`src/rtl/mexp_pkg.sv`:
```
// ----------------------------------------------------------------------------
// mexp_pkg
// Shared types, constants and the remainder step for the modular
// exponentiation block.
// ----------------------------------------------------------------------------
package mexp_pkg;

    localparam int MOD_W      = 31;
    localparam int RED_W      = 64;
    localparam int RED_STEPS  = RED_W / 2;
    localparam int RED_CNT_W  = $clog2(RED_STEPS);

    localparam logic [MOD_W-1:0] MOD_RESET = 31'd1000000007;

    // controller to datapath
    typedef struct packed {
        logic load;
        logic take_base;
        logic start_step;
        logic take_step;
    } mexp_cmd_t;

    // datapath to controller
    typedef struct packed {
        logic m_zero;
        logic exp_zero;
        logic done_sq;
        logic done_mul;
    } mexp_stat_t;

    // one restoring remainder step: shift in one bit, subtract modulus once
    function automatic logic [MOD_W-1:0] red_step(
        input logic [MOD_W-1:0] r,
        input logic             b,
        input logic [MOD_W-1:0] m
    );
        logic [MOD_W:0] t;
        logic [MOD_W:0] mx;
        t  = {r, b};
        mx = {1'b0, m};
        if (t >= mx)
        begin
            t = t - mx;
        end
        return t[MOD_W-1:0];
    endfunction

endpackage

```
`src/rtl/mexp_ctrl.sv`:
```
// ----------------------------------------------------------------------------
// mexp_ctrl
// Controller: sequences base reduction, then one square-and-multiply round
// per exponent bit until the remaining exponent or the modulus is zero.
// ----------------------------------------------------------------------------
module mexp_ctrl
    import mexp_pkg::*;
(
    input  logic       clk,
    input  logic       rst_n,
    input  logic       start,
    input  mexp_stat_t stat,
    output mexp_cmd_t  cmd,
    output logic       busy,
    output logic       done
);

    typedef enum logic [4:0] {
        S_IDLE = 5'b00001,
        S_BASE = 5'b00010,
        S_STEP = 5'b00100,
        S_WAIT = 5'b01000,
        S_DONE = 5'b10000
    } state_t;

    state_t state_reg;
    state_t state_next;

    always_comb
    begin
        state_next     = state_reg;
        cmd.load       = 1'b0;
        cmd.take_base  = 1'b0;
        cmd.start_step = 1'b0;
        cmd.take_step  = 1'b0;
        case (state_reg)
            S_IDLE:
            begin
                if (start)
                begin
                    cmd.load   = 1'b1;
                    state_next = S_BASE;
                end
            end
            S_BASE:
            begin
                if (stat.done_sq)
                begin
                    cmd.take_base = 1'b1;
                    state_next    = S_STEP;
                end
            end
            S_STEP:
            begin
                if (stat.exp_zero || stat.m_zero)
                begin
                    state_next = S_DONE;
                end
                else
                begin
                    cmd.start_step = 1'b1;
                    state_next     = S_WAIT;
                end
            end
            S_WAIT:
            begin
                if (stat.done_sq)
                begin
                    cmd.take_step = 1'b1;
                    state_next    = S_STEP;
                end
            end
            S_DONE:
            begin
                state_next = S_IDLE;
            end
            default:
            begin
                state_next = S_IDLE;
            end
        endcase
    end

    always_ff @(posedge clk or negedge rst_n)
    begin
        if (!rst_n)
        begin
            state_reg <= S_IDLE;
        end
        else
        begin
            state_reg <= state_next;
        end
    end

    assign busy = (state_reg != S_IDLE);
    assign done = (state_reg == S_DONE);

endmodule

```
`config.mk`:
```
export PLATFORM = sky130hd
export DESIGN_NAME = mexp_ctrl
export DESIGN_NICKNAME = d
export VERILOG_FILES = /design/src/rtl/mexp_pkg.sv /design/src/rtl/mexp_ctrl.sv
export SDC_FILE = /design/constraint.sdc
export NUM_CORES = 1
export LEC_CHECK = 0
export BUFFER_PORTS_ARGS = -buffer_cell sky130_fd_sc_hd__buf_4
export CAP_MARGIN = 25
export CORE_AREA = 5 5 42 44
export DETAILED_ROUTE_END_ITERATION = 10
export DIE_AREA = 0 0 47 49
export SKIP_LAST_GASP = 1
export SYNTH_ARGS = -nofsm -noshare
export SYNTH_HDL_FRONTEND = slang
export SYNTH_SLANG_ARGS = --single-unit
```
`constraint.sdc`:
```
create_clock -name clk -period 3.2 [get_ports clk]
set_input_delay 0 -clock clk [delete_from_list [all_inputs] [get_ports clk]]
set_output_delay 0 -clock clk [all_outputs]
set_load 0.005 [all_outputs]
```
Word-level counts from Yosys, hierarchy flattened
Index checks and enable logic that the tools add are counted.
{"block": "classes", "addsub": 0, "n_mul": 0, "div": 0, "order_cmp": 0, "eq_ne": 8, "n_shift": 0, "muxes": 11, "bitwise": 0, "reduce_logical": 3}
{"op": "$mux W5", "n": 3}
{"op": "$pmux W5 S3", "n": 1}
{"op": "$mux W1", "n": 7}
{"op": "$eq A5 B1 Y1 const B", "n": 1}
{"op": "$eq A5 B2 Y1 const B", "n": 1}
{"op": "$eq A5 B3 Y1 const B", "n": 1}
{"op": "$eq A5 B4 Y1 const B", "n": 1}
{"op": "$eq A5 B5 Y1 const B", "n": 1}
{"op": "$ne A5 B1 Y1 const B", "n": 1}
{"op": "$ne A2 B1 Y1 const B", "n": 1}
{"op": "$ne A2 B2 Y1 const B", "n": 1}
{"op": "$reduce_and A2 Y1", "n": 1}
{"op": "$reduce_or A2 Y1", "n": 1}
{"op": "$logic_or A1 B1 Y1", "n": 1}
{"block": "totals", "ff_bits": 5, "latch_bits": 0, "ramBits": 0, "romBits": 0, "output_inout_bits": 6, "word_cells": 23, "mem_count": 0}

Logic depth before layout (Yosys ltp)
{"block": "depth", "word_depth": 4, "depth_mapped": 5}

Least setup slack after synthesis
No wires, ideal clock.
{"block": "synth_path", "path_type": "register to output", "start": "register state_reg[1]", "end": "output port cmd[1] (netlist name)", "arrival_time_ns": 1.049, "required_ns": 3.200, "setup_slack_ns": 2.151, "stages_incl_launch_ff": 6, "path_buffers": 2, "cell_sequence": "dfrtp_1 > buf_4 > nor3_1 > nand2_1 > nor3_2 > buf_4"}
{"element": "from (decl)", "line": "mexp_ctrl.sv:26", "rtl": "state_t state_reg;"}
{"element": "from (signal assigned)", "line": "mexp_ctrl.sv:92", "rtl": "state_reg <= state_next;"}
{"element": "to (decl)", "line": "mexp_ctrl.sv:13", "rtl": "output mexp_cmd_t cmd,"}

==> summary.txt <==
Run status
  – Run status: completed

Floorplan
  – Die boundary height: 49 um
  – Number of standard-cell rows in the floorplan: 14
  – Die width: 47 um
  – Initial core utilization: 24.20%
  – Placeable Area: 1401 um^2
  – I/O pins: 13
  – Total Die Area: 2303 um^2

STA
  – Setup TNS: 0 ns
  – Setup-violating endpoint count in the final report: 0
  – Max-slew headroom: 81.47%
  – Final worst clock skew: 0.008758 ns
  – Ratio of final minimum period to clock period: 43.63%
  – Unrepaired setup endpoints after global routing: false
  – Clock period minus worst slack: 1.396 ns
  – Max-slew violation total from the final report: 0
  – Final hold viol count: 0
  – Transition time at the pin with the least slew margin: 0.2759 ns
  – Achievable Freq: 0.7162 GHz

Clocking
  – Total of cells resized after clock tree synthesis: 0
  – Maximum buffer depth of the clock tree: 2
  – Insertion delay of the later-clocked pin in the worst-skew pair: 0.25 ns
  – Clock-pin slew of the registers on the worst-case setup and hold paths: 0.05 ns
  – Post-CTS repair timing setup buffer count: 0
  – CTS Root Buffer Type: sky130_fd_sc_hd__clkbuf_4
  – CTS tree: built
  – Number of H-tree levels: 1
  – Number of clock buffers inserted by TritonCTS: 3
  – Sink Count: 5

Layout
  – Area added between synthesis and finish: 36.53%
  – Number of nets in the finished design: 60
  – Sequential Area: 126.4 um^2
  – Multi-input gate area: 193.9 um^2
  – Ant diodes: 0
  – Total of fill cells in the finished design: 157
  – Share of final-layout standard cells stronger than drive strength 1: 38.46%
  – Final instance area: 462.9 um^2
  – Number of flip-flops under the largest register name: 5

Logic synthesis
  – Area share of the largest cell type after synthesis: 29.52%
  – Library cell with the highest instance count after synthesis: sky130_fd_sc_hd__nor2_1
  – Register bit total from synthesis: 5
  – Area contributors post-synth: sky130_fd_sc_hd__dfrtp_1, sky130_fd_sc_hd__nor3_2, sky130_fd_sc_hd__dfstp_2
  – Area of the mapped netlist: 339.1 um^2
  – Most used flip-flop cell after synthesis: sky130_fd_sc_hd__dfrtp_1
  – Number of enable-type register cells in the synthesized netlist: 0
  – Post-synth top cells: sky130_fd_sc_hd__nor2_1, sky130_fd_sc_hd__dfrtp_1, sky130_fd_sc_hd__nand2_1
  – Number of distinct standard cells referenced by the synthesized netlist: 22
  – Post-Syn Nets: 45
  – Post-synth top area cell: sky130_fd_sc_hd__dfrtp_1
  – Async set or reset register ratio after synthesis: 100.0%
  – Avg Synthesized Cell Area: 8.923 um^2
  – Cell count after synthesis: 38
  – Yosys warnings: 0
  – Share of the yosys chip area belonging to registers: 37.27%

Global routing
  – Vias in the first global route: 273
  – Grt total ovfl: 0
  – Pin count of the biggest net entering global routing: 9
  – Global-route wire length before repair: 1.145 mm
  – Global routing usage summed across all routing layers: 7.665%
  – Initial antenna violation count: 0

Drt
  – Via/cell ratio: 4.559
  – Drt pass-1 iters: 3
  – Met3 Routed Length: 100 um
  – Detailed-route DRC error count: 0
  – Detailed Route Iter0 Violations: 2
  – Post-route antenna net violation count: 0
  – Total Routed Length: 657 um
  – Avg WL per Cell: 9.662 um
  – Vias post-DR: 310
  – Highest metal layer with signal wires: met4
  – Met1 wire length: 292 um
  – Detail Route met2 WL: 254 um

Setup path
  – Critical path peak fanout: 7
  – Cell with the biggest individual delay on the critical path: sky130_fd_sc_hd__dfrtp_1
  – Highest cell delay on the worst timing path: 0.44 ns
  – Crit path arrival time: 1.40 ns
  – Startpoint Class: register
  – Worst setup path start: state_reg[2]$_DFFE_PN0P_
  – Endpoint type of the worst setup path: output port
  – Number of buffers and inverters on the critical path: 1
  – Launching point of the worst reg2reg path: state_reg[1]$_DFFE_PN0P_
  – Critical path, cell by cell: or3_4 > nor3_2 > buf_4
  – Top delay family on crit path: simple AND/OR/NAND/NOR gates
  – Worst Path Class, Setup: reg -> out
  – Required arrival time at the worst endpoint: 3.20 ns

Min path
  – Min-delay src: stat[2]
  – Min-delay worst type: in -> reg

Job
  – Maximum Capacitance Violations: 0

Place
  – Placed cell areas: 426.7 um^2
  – Estimated wirelength of the detail-placed design: 507.4 um
  – Global placement routability congestion: 0.6558
  – Number of input and output port buffers inserted: 11

Power
  – Total leakage power: 0.0002253 uW
  – PD cells: 619.5 nW/um^2
  – Max IR drop VDD: 0.0003317 V
through the flow:
step,utilization (%),total power [uW],worst slack [ns],hold WS [ns],instances
detailed placement,30.45,215.1,2.062,-0.1963,63
floorplan,-,179.6,2.151,-0.2956,38
finish,33.04,286.8,1.804,0.03701,68
global route,33.04,317.0,1.643,0.04852,68
global placement,30.45,216.1,2.046,-0.1977,63
CTS,33.04,293.8,1.781,0.03851,68
cell type report:
class | instances | share of cell area, %
Sequential cell | 5 | 27.30
Timing Repair Buffer | 12 | 20.00
Inverter | 1 | 0.8108
Tap cell | 16 | 4.324
Clock buffer | 4 | 5.676
Multi-Input combinational cell | 30 | 41.89
metal layers:
metal / vias to the layer above / track usage (%)
li1: 158 / -
met1: 135 / 9.009
met2: 15 / 8.371
met3: 2 / 7.011
met4: 0 / 5.530
met5: - / 0
worst paths after layout:
| check | endpoint | slack [ns] | cells after the start |
|---|---|---|---|
| worst max-delay path | cmd[2] | 1.80 | 3 |
| max in group asynchronous | state_reg[0]$_DFFE_PN1P_ | 2.92 | 2 |
| worst min-delay path | state_reg[4]$_DFFE_PN0P_ | 0.04 | 3 |
| worst min register to register | state_reg[0]$_DFFE_PN1P_ | 0.56 | 1 |
| min in group asynchronous | state_reg[1]$_DFFE_PN0P_ | 0.08 | 2 |
| worst max register to register | state_reg[4]$_DFFE_PN0P_ | 2.11 | 3 |
placed cells by master, fill, tap and decap left out, types with 2 or more instances in the layout:
master / n
sky130_fd_sc_hd__buf_4: 11
sky130_fd_sc_hd__nor2_1: 7
sky130_fd_sc_hd__nand2_1: 4
sky130_fd_sc_hd__dfrtp_1: 4
sky130_fd_sc_hd__nor3_2: 3
sky130_fd_sc_hd__clkbuf_4: 3
sky130_fd_sc_hd__nor3_1: 2
worst reg2reg max path, delay by kind of cell (launching register included):
family | cells | cell delay [ns]
AND/OR/NAND/NOR | 3 | 0.54
flip-flops | 1 | 0.46
report_power, final:
part	switching (uW)	internal (uW)
Sequential	26.0	81.6
Clock	26.7	47.2
Combinational	44.2	61.0
what timing repair did:
| item | 4_1_cts | 5_1_grt |
|---|---|---|
| hold endpoints to repair | 5 | 0 |
| hold buffers | 1 | 0 |
| setup endpoints to repair | 0 | 0 |
cell families after synthesis:
kind of cell	Yosys count	share of synthesized area, %
DFF	5	37.27
buffers and inverters	3	5.533
and+or+nand+nor	24	43.18
xor gates and xnor gates	2	5.167
AOI/OAI and AO/OA	4	8.856
Power figures use the tool's default switching activity.
